**config.mk**
```make
export PLATFORM = sky130hd
export DESIGN_NAME = kue_ctrl
export DESIGN_NICKNAME = d
export VERILOG_FILES = /design/src/hdl/kue_pkg.sv /design/src/hdl/kue_ctrl.sv
export SDC_FILE = /design/constraint.sdc
export NUM_CORES = 1
export LEC_CHECK = 0
export ABC_AREA = 0
export ABC_CLOCK_PERIOD_IN_PS = 2750
export BUFFER_PORTS_ARGS = -buffer_cell sky130_fd_sc_hd__buf_2
export CAP_MARGIN = 5
export CORE_AREA = 8 8 45 47
export CTS_BUF_LIST = sky130_fd_sc_hd__clkbuf_16
export DETAILED_ROUTE_END_ITERATION = 7
export DIE_AREA = 0 0 53 55
export PLACE_DENSITY = 0.48
export SYNTH_ARGS = -nofsm -noshare
export SYNTH_HDL_FRONTEND = slang
export SYNTH_SLANG_ARGS = --single-unit
```
**constraint.sdc**
```tcl
create_clock -name clk -period 2.75 [get_ports clk]
set_input_delay 0.55 -clock clk [delete_from_list [all_inputs] [get_ports clk]]
set_output_delay 0.55 -clock clk [all_outputs]
set_load 0.01 [all_outputs]
```
**src/hdl/kue_pkg.sv**
```systemverilog
// shared types and constants for the 8-bit accumulator cpu step block
// no dependencies
package kue_pkg;

  typedef struct packed {
    logic [1:0] req_type;
    logic [8:0] mem_addr;
    logic [7:0] data_byte;
  } kue_in_t;

  typedef struct packed {
    logic [1:0] status;
    logic [7:0] prog_counter;
    logic [7:0] accumulator;
    logic [7:0] index_reg;
    logic       carry_flag;
    logic       overflow_flag;
    logic       negative_flag;
    logic       zero_flag;
    logic [7:0] out_byte;
    logic       out_full;
    logic       in_full;
  } kue_out_t;

  localparam logic [1:0] REQ_WRITE = 2'd0;
  localparam logic [1:0] REQ_EXEC  = 2'd1;
  localparam logic [1:0] REQ_IN    = 2'd2;
  localparam logic [1:0] REQ_ACK   = 2'd3;

  localparam logic [1:0] ST_RUN  = 2'd0;
  localparam logic [1:0] ST_HLT  = 2'd1;
  localparam logic [1:0] ST_UNK  = 2'd2;
  localparam logic [1:0] ST_BADS = 2'd3;

  typedef enum logic [2:0] {
    S_IDLE, S_OPC, S_SEC, S_OPND, S_DONE, S_OUT
  } kue_state_t;

  // controller to datapath
  typedef struct packed {
    logic       accept;   // latch item and start
    logic [1:0] mem_rd;   // 0 none, 1 opcode, 2 second byte, 3 operand
    logic       finish;   // apply instruction / simple request
    logic       out_load;
  } kue_cmd_t;

  // datapath to controller
  typedef struct packed {
    logic is_exec;
    logic need_sec;
    logic need_opnd;
  } kue_sts_t;

  localparam logic [1:0] RD_NONE = 2'd0;
  localparam logic [1:0] RD_OPC  = 2'd1;
  localparam logic [1:0] RD_SEC  = 2'd2;
  localparam logic [1:0] RD_OPND = 2'd3;

endpackage

```
**src/hdl/kue_ctrl.sv**
```systemverilog
// controller state machine for the cpu step block
// depends on kue_pkg
module kue_ctrl import kue_pkg::*; (
  input  logic     clk,
  input  logic     rst_n,
  input  logic     in_valid,
  output logic     in_stall,
  output logic     out_valid,
  input  logic     out_stall,
  input  kue_sts_t sts,
  output kue_cmd_t cmd
);

  kue_state_t state_r, state_nxt;

  always_ff @(posedge clk) begin
    if (!rst_n) state_r <= S_IDLE;
    else state_r <= state_nxt;
  end

  always_comb begin
    state_nxt = state_r;
    cmd = '0;
    in_stall = 1'b1;
    out_valid = 1'b0;
    case (state_r)
      S_IDLE: begin
        in_stall = 1'b0;
        if (in_valid) begin
          cmd.accept = 1'b1;
          state_nxt = S_OPC;
        end
      end
      S_OPC: begin
        if (sts.is_exec) begin
          cmd.mem_rd = RD_OPC;
          state_nxt = S_SEC;
        end else state_nxt = S_DONE;
      end
      S_SEC: begin
        if (sts.need_sec) begin
          cmd.mem_rd = RD_SEC;
          state_nxt = S_OPND;
        end else state_nxt = S_DONE;
      end
      S_OPND: begin
        if (sts.need_opnd) cmd.mem_rd = RD_OPND;
        state_nxt = S_DONE;
      end
      S_DONE: begin
        cmd.finish = 1'b1;
        cmd.out_load = 1'b1;
        state_nxt = S_OUT;
      end
      S_OUT: begin
        out_valid = 1'b1;
        if (!out_stall) state_nxt = S_IDLE;
      end
      default: state_nxt = S_IDLE;
    endcase
  end

  a_out_after_done: assert property (@(posedge clk) disable iff (!rst_n)
    state_r == S_DONE |=> state_r == S_OUT)
    else $error("result not presented after finish");
  a_no_accept_busy: assert property (@(posedge clk) disable iff (!rst_n)
    state_r != S_IDLE |-> in_stall)
    else $error("input taken while busy");
  a_hold_out: assert property (@(posedge clk) disable iff (!rst_n)
    state_r == S_OUT && out_stall |=> state_r == S_OUT)
    else $error("stalled result dropped");

endmodule

```
==> results.sh, run 1 <==
export IMPL_power_frac_seq_pct=17.0
export IMPL_rsz0062_at_grt="no"
export IMPL_hp_class="flop to flop"
export IMPL_crit_path_end_kind="output pin"
export IMPL_power_w=0.000335
export IMPL_die_area_mm2=0.00292
export IMPL_ios=14
export IMPL_switching_share_pct=21.0
export IMPL_powerDensity_mw_per_mm2=866
export IMPL_pwr_share_clk_pct=67.2
export IMPL_final_max_slew_viol_count=0
export IMPL_hold_viol=0
export IMPL_multi_input_area_um2=155
export IMPL_start_util_pct=16.6
export IMPL_first_pass_iters=2
export IMPL_die_h_um=55
export IMPL_avgSynthCellArea_um2=8.22
export IMPL_worst_pin_slew_ns=0.248
export IMPL_met2_usage_pct=6.25
export IMPL_ys_seq_elements=3
export IMPL_gr_usage_met3_pct=1.87
export IMPL_clock_sinks=3
export IMPL_fin_worst_skew_ns=0.00218
export IMPL_fin_crit_sh_pct=65.3
export IMPL_cp_required_ns=2.20
export IMPL_cts_tree="done"
export IMPL_ant_nets=0
export IMPL_combPwrFrac_pct=15.8
export IMPL_ys_types=20
export IMPL_viasPerCell=3.98
export IMPL_synth_edff_count=0
export IMPL_clk_pin_slew_worst_paths_ns=0.03
export IMPL_synth_commonest_cells="3 x a21oi_1, 3 x dfxtp_1"
export IMPL_peakVddDrop_v=0.000340
export IMPL_routedWlPerCell_um=10.3
export IMPL_synth_flop_cell="dfxtp_1"
export IMPL_grt_ovfl_total=0
export IMPL_crit_fanout=8
export IMPL_async_flop_share_pct=0
export IMPL_netlist_instances=28
export IMPL_die_w_um=53
export IMPL_yosys_area_top_type_share_pct=26.1
export IMPL_grt_usage_pct=4.48
export IMPL_area_delta_synth_final_pct=67.9
export IMPL_grt_start_max_net_pins=9
export IMPL_fin_hold_ws_ns=0.556
export IMPL_vias=239
export IMPL_seq_area_frac_synth_pct=26.1
export IMPL_setup_violations_final=0
export IMPL_portBuffers=13
export IMPL_use_met1_pct=5.16
export IMPL_largest_register_ffs=3
export IMPL_status="finished clean"
export IMPL_internal_power_w=0.000264
export IMPL_crit_path_start_kind="flop"
export IMPL_ys_warn_count=0
export IMPL_switchingPower_w=0.0000703
export IMPL_critPathArrivalTime_ns=1.25
export IMPL_placed_area_um2=308
export IMPL_fin_area_um2=387
export IMPL_grt_pass1_wl_um=952
export IMPL_cts_resized=0
export IMPL_num_rows=14
export IMPL_first_iter_violations=1
export IMPL_min_period_ns=1.80
export IMPL_synth_fp_nets=35
export IMPL_leakage_nw=0.194
export IMPL_htree_levels=1
export IMPL_gp_congestion=0.685
export IMPL_core_mm2=0.00138
export IMPL_largest_register="state_r"
export IMPL_drt_total_wl_um=615
export IMPL_seqCellArea_um2=60.1
export IMPL_slew_headroom_pct=83.4
export IMPL_antenna_found_initial=0
export IMPL_synth_area_leader_cell="dfxtp_1"
export IMPL_synth_area_leaders="dfxtp_1 26%, a21oi_1 6.5%, and2_2 6.5%"
export IMPL_cts_root_buf="clkbuf_16"
export IMPL_fillers=161
export IMPL_fin_nets=52
export IMPL_cts_made_buffers=3
export IMPL_tns_ns=0
export IMPL_drive_above_1_share_pct=52.3
export IMPL_n_antenna_cell=0
export IMPL_grt_busiest_layer="met2"
export IMPL_drc_errors=0
export IMPL_cts_hold_buffers=0
export IMPL_largestRegisters="state_r: 3 flops"
export IMPL_post_cts_setup_buffers=0
export IMPL_synthesis_area_um2=230
export IMPL_clk_latency_ns=0.22
export IMPL_cts_buffer_depth=2
export IMPL_fmax_mhz=557
export IMPL_crit_type="flop to output pin"
export IMPL_first_global_vias=251
export IMPL_drv_cap=0
[power groups by stage]
stage	sequential (W)	combinational, W	clock [W]
finish	0.0000568	0.0000529	0.000225
floorplan	0.0000549	0.0000371	0
global route	0.0000581	0.0000588	0.000233
detailed placement	0.0000577	0.0000539	0
CTS	0.0000569	0.0000543	0.000229
global placement	0.0000579	0.0000539	0
[metal layers]
metal | share of wire (%) | routed length [µm] | vias up
met5 | 0 | 0 | -
met4 | 0 | 0 | 0
met3 | 7.0 | 43 | 0
met2 | 43 | 267 | 9
met1 | 49 | 304 | 103
li1 | - | - | 127
[layout make-up]
| type | count | share of cell area, % |
|---|---|---|
| inverter | 2 | 1.94 |
| tap | 16 | 5.18 |
| sequential | 3 | 15.5 |
| multi-input combinational | 22 | 40.1 |
| clock inverter | 1 | 0.971 |
| timing repair buffer | 13 | 16.8 |
| clock buffer | 3 | 19.4 |
[final timing paths]
kind              cells past startpoint               startpoint                       to  slack, ns
setup reg to reg                      3  state_r[2]$_SDFFE_PN0P_  state_r[0]$_SDFFE_PN0P_       1.71
setup / recovery                      3  state_r[1]$_SDFFE_PN0P_                   cmd[0]       0.95
hold reg to reg                       1  state_r[2]$_SDFFE_PN0P_  state_r[1]$_SDFFE_PN0P_       0.56
hold / removal                        1  state_r[2]$_SDFFE_PN0P_  state_r[1]$_SDFFE_PN0P_       0.56
[worst max-delay path: stages (launching register included)]
cell and delay [ns]:
dfxtp_1 0.43, and2b_2 0.27, and2_2 0.19, buf_2 0.13
[per-stage QoR]
| step | std cells | util (%) | setup slack [ns] |
|---|---|---|---|
| 2_1_floorplan | 28 | - | 1.16 |
| 3_3_place_gp | 56 | 22.2 | 1.02 |
| 3_5_place_dp | 56 | 22.2 | 1.02 |
| 4_1_cts | 60 | 27.9 | 0.938 |
| 5_1_grt | 60 | 27.9 | 0.898 |
| 6_report | 60 | 27.9 | 0.955 |
[cells in the final DEF, fill, tap and decap left out, drive strengths merged]
master	count
o21ai	2
mux2i	1
and2	2
and3b	1
or3	1
nand2b	2
a21o	1
nor3	1
clkbuf	3
nand2	1
nor2b	1
inv	3
nor3b	2
and2b	1
a21oi	3
dfxtp	3
a21boi	1
a211o	1
buf	13
nor2	1
[cell families after synthesis]
group | Yosys count | share of synthesized area [%]
buffers and inverters | 3 | 6.52
and+or+nand+nor | 13 | 39.7
muxes | 1 | 4.35
DFF | 3 | 26.1
AOI/OAI and AO/OA | 8 | 23.4
(Power assumes the default switching activity.)
==> run 2: changes to the inputs <==
--- a/config.mk
+++ b/config.mk
@@ -6,14 +6,14 @@
 export NUM_CORES = 1
 export LEC_CHECK = 0
 export ABC_AREA = 0
-export ABC_CLOCK_PERIOD_IN_PS = 2750
+export ABC_CLOCK_PERIOD_IN_PS = 1600
 export BUFFER_PORTS_ARGS = -buffer_cell sky130_fd_sc_hd__buf_2
 export CAP_MARGIN = 5
 export CORE_AREA = 8 8 45 47
 export CTS_BUF_LIST = sky130_fd_sc_hd__clkbuf_16
 export DETAILED_ROUTE_END_ITERATION = 7
 export DIE_AREA = 0 0 53 55
-export PLACE_DENSITY = 0.48
+export PLACE_DENSITY = 0.49
 export SYNTH_ARGS = -nofsm -noshare
 export SYNTH_HDL_FRONTEND = slang
 export SYNTH_SLANG_ARGS = --single-unit
==> constraint.sdc (replaced) <==
create_clock -name clk -period 1.6 [get_ports clk]
set_input_delay 0.32 -clock clk [delete_from_list [all_inputs] [get_ports clk]]
set_output_delay 0.32 -clock clk [all_outputs]
set_load 0.01 [all_outputs]
==> results.sh, run 2 (synthesis results as in run 1) <==
export IMPL_viasPerCell=4.18
export IMPL_first_global_vias=271
export IMPL_vias=251
export IMPL_ios=14
export IMPL_cpLargestDelayFamily="simple AND/OR/NAND/NOR gates"
export IMPL_n_antenna_cell=0
export IMPL_power_frac_seq_pct=16.8
export IMPL_cts_tree="done"
export IMPL_clock_sinks=3
export IMPL_final_core_util_pct=28.0
export IMPL_num_rows=14
export IMPL_status="finished clean"
export IMPL_cts_root_buf="clkbuf_16"
export IMPL_fin_cells=60
export IMPL_leakage_nw=0.194
export IMPL_antenna_found_initial=0
export IMPL_place_ws_ns=0.277
export IMPL_combPwrFrac_pct=15.8
export IMPL_drive_above_1_share_pct=54.5
export IMPL_pwr_share_clk_pct=67.4
export IMPL_layout_commonest_cell="buf_2"
export IMPL_htree_levels=1
export IMPL_cts_hold_buffers=0
export IMPL_switching_share_pct=21.7
export IMPL_largestRegisters="state_r: 3 flops"
export IMPL_grt_start_max_net_pins=9
export IMPL_hold_path_depth=3
export IMPL_clk_latency_ns=0.22
export IMPL_internal_power_w=0.000455
export IMPL_slowest_delay_ns=0.42
export IMPL_min_period_ns=1.54
export IMPL_reg2reg_depth=3
export IMPL_crit_path_end_kind="output pin"
export IMPL_critPathSlowestCell="or3_4"
export IMPL_peakVddDrop_v=0.000412
export IMPL_place_hpwl_um=506
export IMPL_fin_hold_ws_ns=0.345
export IMPL_hold_viol=0
export IMPL_min_to="state_r[0]$_SDFFE_PN0P_"
export IMPL_critPathArrivalTime_ns=1.22
export IMPL_worst_slack_ns=0.0644
export IMPL_hp_class="input port to flop"
export IMPL_largest_register_ffs=3
export IMPL_area_delta_synth_final_pct=68.5
export IMPL_setup_violations_final=0
export IMPL_regToRegSetupSlack_ns=0.55
export IMPL_portBuffers=13
export IMPL_powerDensity_mw_per_mm2=1500
export IMPL_cts_made_buffers=3
export IMPL_grt_pass1_wl_um=1080
export IMPL_routedWlPerCell_um=10.4
export IMPL_final_max_slew_viol_count=0
export IMPL_crit_chain="or3_4 > nor2_1 > buf_2"
export IMPL_fin_worst_skew_ns=0.000830
export IMPL_die_h_um=55
export IMPL_fmax_mhz=651
export IMPL_drv_cap=0
export IMPL_worst_pin_slew_ns=0.236
export IMPL_switchingPower_w=0.000126
export IMPL_r2r_end="state_r[0]$_SDFFE_PN0P_"
export IMPL_core_mm2=0.00138
export IMPL_post_cts_setup_buffers=0
export IMPL_largest_register="state_r"
export IMPL_grt_usage_pct=5.40
export IMPL_dp_cells=56
export IMPL_r2r_start="state_r[2]$_SDFFE_PN0P_"
export IMPL_first_iter_violations=0
export IMPL_fin_crit_sh_pct=96.0
export IMPL_tns_ns=0
export IMPL_crit_type="flop to output pin"
export IMPL_die_area_mm2=0.00292
export IMPL_path_buf_inv=1
export IMPL_crit_fanout=7
export IMPL_die_w_um=53
export IMPL_ant_nets=0
export IMPL_grt_ovfl_total=0
export IMPL_cts_resized=0
export IMPL_cp_required_ns=1.28
export IMPL_rsz0062_at_grt="no"
export IMPL_layout_common_cells="13 x buf_2, 3 x inv_1, 3 x a21oi_1, 3 x clkbuf_16"
export IMPL_first_pass_iters=1
export IMPL_drc_errors=0
export IMPL_slew_headroom_pct=84.3
export IMPL_min_from="rst_n"
export IMPL_start_util_pct=16.6
export IMPL_crit_path_start_kind="flop"
export IMPL_gp_congestion=0.682
export IMPL_drt_total_wl_um=624
export IMPL_cts_buffer_depth=2
export IMPL_clk_pin_slew_worst_paths_ns=0.03
export IMPL_fin_nets=52
==> run 2: changes by cell type in the layout (fill, tap and decap cells not counted) <==
cell and change:
dfxtp_1 -1, dfxtp_2 +1
==> run 2: worst max path at each step <==
stage                                 start  endpoint  cells past startpoint
floorplan           state_r[1]$_SDFFE_PN0P_    cmd[1]                      3
finish              state_r[2]$_SDFFE_PN0P_    cmd[4]                      3
global placement    state_r[1]$_SDFFE_PN0P_    cmd[0]                      3
global route        state_r[2]$_SDFFE_PN0P_    cmd[4]                      3
CTS                 state_r[1]$_SDFFE_PN0P_    cmd[0]                      3
detailed placement  state_r[1]$_SDFFE_PN0P_    cmd[0]                      3
==> run 2: tightest hold or removal path: cells and delay by family <==
kind            cells  cell delay [ns]
buf+inv             1             0.12
compound gates      2             0.08
==> run 2: layer usage <==
layer	vias to the layer above	track usage (%)	part of all wire [%]
met4	0	6.47	3.4
met1	110	5.61	48
met2	11	6.84	39
li1	128	-	-
met5	-	0	0
met3	2	3.21	9.3
==> run 2: stage by stage <==
step / instance area (µm²) / total power (W)
finish: 388 / 0.000581
global route: 388 / 0.000612
CTS: 387 / 0.000587
detailed placement: 308 / 0.000192
global placement: 308 / 0.000192
floorplan: 230 / 0.000158
==> run 2: area by class of cell <==
| class | instances | area, µm² |
|---|---|---|
| sequential | 3 | 61.3 |
| clock inverter | 1 | 3.75 |
| multi-input combinational | 22 | 155 |
| clock buffer | 3 | 75.1 |
| inverter | 2 | 7.51 |
| tap | 16 | 20.0 |
| fill | 158 | 996 |
| timing repair buffer | 13 | 65.1 |
==> run 2: power by group through the flow <==
stage          Combinational, W  Clock (W)  Sequential, W
3_3_place_gp          0.0000937          0      0.0000985
6_report              0.0000919   0.000391      0.0000976
2_1_floorplan         0.0000638          0      0.0000943
4_1_cts               0.0000936   0.000396      0.0000976
5_1_grt                0.000102   0.000410       0.000100
3_5_place_dp          0.0000930          0      0.0000991
==> run 3: changes to the inputs <==
--- a/config.mk
+++ b/config.mk
@@ -7,13 +7,14 @@
 export LEC_CHECK = 0
 export ABC_AREA = 0
 export ABC_CLOCK_PERIOD_IN_PS = 1600
-export BUFFER_PORTS_ARGS = -buffer_cell sky130_fd_sc_hd__buf_2
 export CAP_MARGIN = 5
 export CORE_AREA = 8 8 45 47
 export CTS_BUF_LIST = sky130_fd_sc_hd__clkbuf_16
 export DETAILED_ROUTE_END_ITERATION = 7
 export DIE_AREA = 0 0 53 55
-export PLACE_DENSITY = 0.49
+export DONT_BUFFER_PORTS = 1
+export PLACE_DENSITY = 0.4
+export SETUP_SLACK_MARGIN = 0.02
 export SYNTH_ARGS = -nofsm -noshare
 export SYNTH_HDL_FRONTEND = slang
 export SYNTH_SLANG_ARGS = --single-unit
==> results.sh, run 3 (synthesis results as in run 1) <==
export IMPL_fin_hold_ws_ns=0.210
export IMPL_antenna_found_initial=0
export IMPL_drv_cap=0
export IMPL_first_global_vias=218
export IMPL_drc_errors=0
export IMPL_reg2reg_depth=3
export IMPL_routedWlPerCell_um=13.7
export IMPL_ios=14
export IMPL_worst_pin_slew_ns=0.435
export IMPL_portBuffers=0
export IMPL_min_period_ns=1.51
export IMPL_ant_nets=0
export IMPL_die_h_um=55
export IMPL_tns_ns=0
export IMPL_regToRegSetupSlack_ns=0.51
export IMPL_grt_ovfl_total=0
export IMPL_largest_register="state_r"
export IMPL_final_max_slew_viol_count=0
export IMPL_cts_hold_buffers=0
export IMPL_fin_crit_sh_pct=94.7
export IMPL_switching_share_pct=21.4
export IMPL_leakage_nw=0.135
export IMPL_area_delta_synth_final_pct=42.9
export IMPL_fmax_mhz=660
export IMPL_num_rows=14
export IMPL_powerDensity_mw_per_mm2=1700
export IMPL_fin_nets=39
export IMPL_post_cts_setup_buffers=0
export IMPL_peakVddDrop_v=0.000620
export IMPL_clk_latency_ns=0.22
export IMPL_combPwrFrac_pct=12.8
export IMPL_viasPerCell=4.45
export IMPL_largestRegisters="state_r: 3 flops"
export IMPL_r2r_end="state_r[0]$_SDFFE_PN0P_"
export IMPL_core_mm2=0.00138
export IMPL_r2r_start="state_r[2]$_SDFFE_PN0P_"
export IMPL_clk_pin_slew_worst_paths_ns=0.03
export IMPL_setup_violations_final=0
export IMPL_pwr_share_clk_pct=69.5
export IMPL_hold_path_depth=2
export IMPL_cts_made_buffers=3
export IMPL_crit_fanout=7
export IMPL_grt_pass1_wl_um=1000
export IMPL_layout_common_cells="3 x inv_1, 3 x a21oi_1, 3 x clkbuf_16, 3 x dfxtp_1"
export IMPL_first_iter_violations=1
export IMPL_min_from="rst_n"
export IMPL_clock_sinks=3
export IMPL_fin_worst_skew_ns=0.00164
export IMPL_min_to="state_r[0]$_SDFFE_PN0P_"
export IMPL_hp_class="input port to flop"
export IMPL_cp_required_ns=1.28
export IMPL_htree_levels=1
export IMPL_grt_usage_pct=5.13
export IMPL_die_w_um=53
export IMPL_place_hpwl_um=476
export IMPL_drive_above_1_share_pct=38.7
export IMPL_largest_register_ffs=3
export IMPL_switchingPower_w=0.000120
export IMPL_cts_tree="done"
export IMPL_start_util_pct=16.6
export IMPL_crit_path_end_kind="output pin"
export IMPL_cts_resized=0
export IMPL_n_antenna_cell=0
export IMPL_hold_viol=0
export IMPL_vias=209
export IMPL_power_w=0.000559
export IMPL_gp_congestion=0.638
export IMPL_power_frac_seq_pct=17.7
export IMPL_cts_buffer_depth=2
export IMPL_rsz0062_at_grt="no"
export IMPL_internal_power_w=0.000439
export IMPL_first_pass_iters=4
export IMPL_cts_root_buf="clkbuf_16"
export IMPL_status="finished clean"
export IMPL_slew_headroom_pct=70.9
export IMPL_critPathArrivalTime_ns=1.19
export IMPL_crit_type="flop to output pin"
export IMPL_die_area_mm2=0.00292
export IMPL_crit_path_start_kind="flop"
export IMPL_drt_total_wl_um=642
export IMPL_grt_start_max_net_pins=9
## run 3: cell types whose count changed in the layout (fill, tap and decap cells not counted)
cell     previous run  this run
buf_2              13         0
dfxtp_1             2         3
dfxtp_2             1         0
nor2_1              1         0
nor2_2              0         1
nor3_1              1         0
nor3_2              0         1
## run 3: final cells by class
cell class | instances | area, µm²
Inverter | 2 | 7.51
Clock inverter | 1 | 3.75
Tap cell | 16 | 20.0
Multi-Input combinational cell | 22 | 163
Clock buffer | 3 | 75.1
Fill cell | 157 | 1050
Sequential cell | 3 | 60.1
## run 3: worst max path at each step
stage,start,to,slack (ns)
floorplan,state_r[1]$_SDFFE_PN0P_,cmd[1],0.30
global placement,state_r[2]$_SDFFE_PN0P_,cmd[4],0.27
detailed placement,state_r[2]$_SDFFE_PN0P_,cmd[4],0.28
CTS,state_r[2]$_SDFFE_PN0P_,cmd[4],0.04
global route,state_r[0]$_SDFFE_PN0P_,cmd[3],0.04
finish,state_r[2]$_SDFFE_PN0P_,cmd[4],0.09
## run 3: power by group through the flow
| stage | clock network, W | logic [W] | registers (W) |
|---|---|---|---|
| after global placement | 0 | 0.0000699 | 0.0000972 |
| final | 0.000389 | 0.0000718 | 0.0000988 |
| after floorplan | 0 | 0.0000638 | 0.0000943 |
| after detailed placement | 0 | 0.0000692 | 0.0000983 |
| after CTS | 0.000395 | 0.0000696 | 0.0000974 |
| after global routing | 0.000406 | 0.0000804 | 0.000100 |
## run 3: metal layers
metal  share of wire [%]  up-vias  global-route usage [%]
li1                    -      102                       -
met1                  45       88                    5.77
met2                  30       15                    4.88
met3                  20        4                    5.08
met4                 4.2        0                    5.17
met5                   0        -                       0
## run 3: per-stage QoR
step           std cells  setup WS [ns]  instance area, µm²  util [%]
2_1_floorplan         28          0.297                 230         -
3_3_place_gp          43          0.275                 243      17.5
3_5_place_dp          43          0.275                 243      17.5
4_1_cts               47         0.0394                 322      23.2
5_1_grt               47         0.0442                 329      23.8
6_report              47         0.0855                 329      23.8
## run 3: critical path, cell delays in order (launching register included)
cell and delay (ns):
dfxtp_1 0.37, or3_4 0.45, nor2_2 0.15
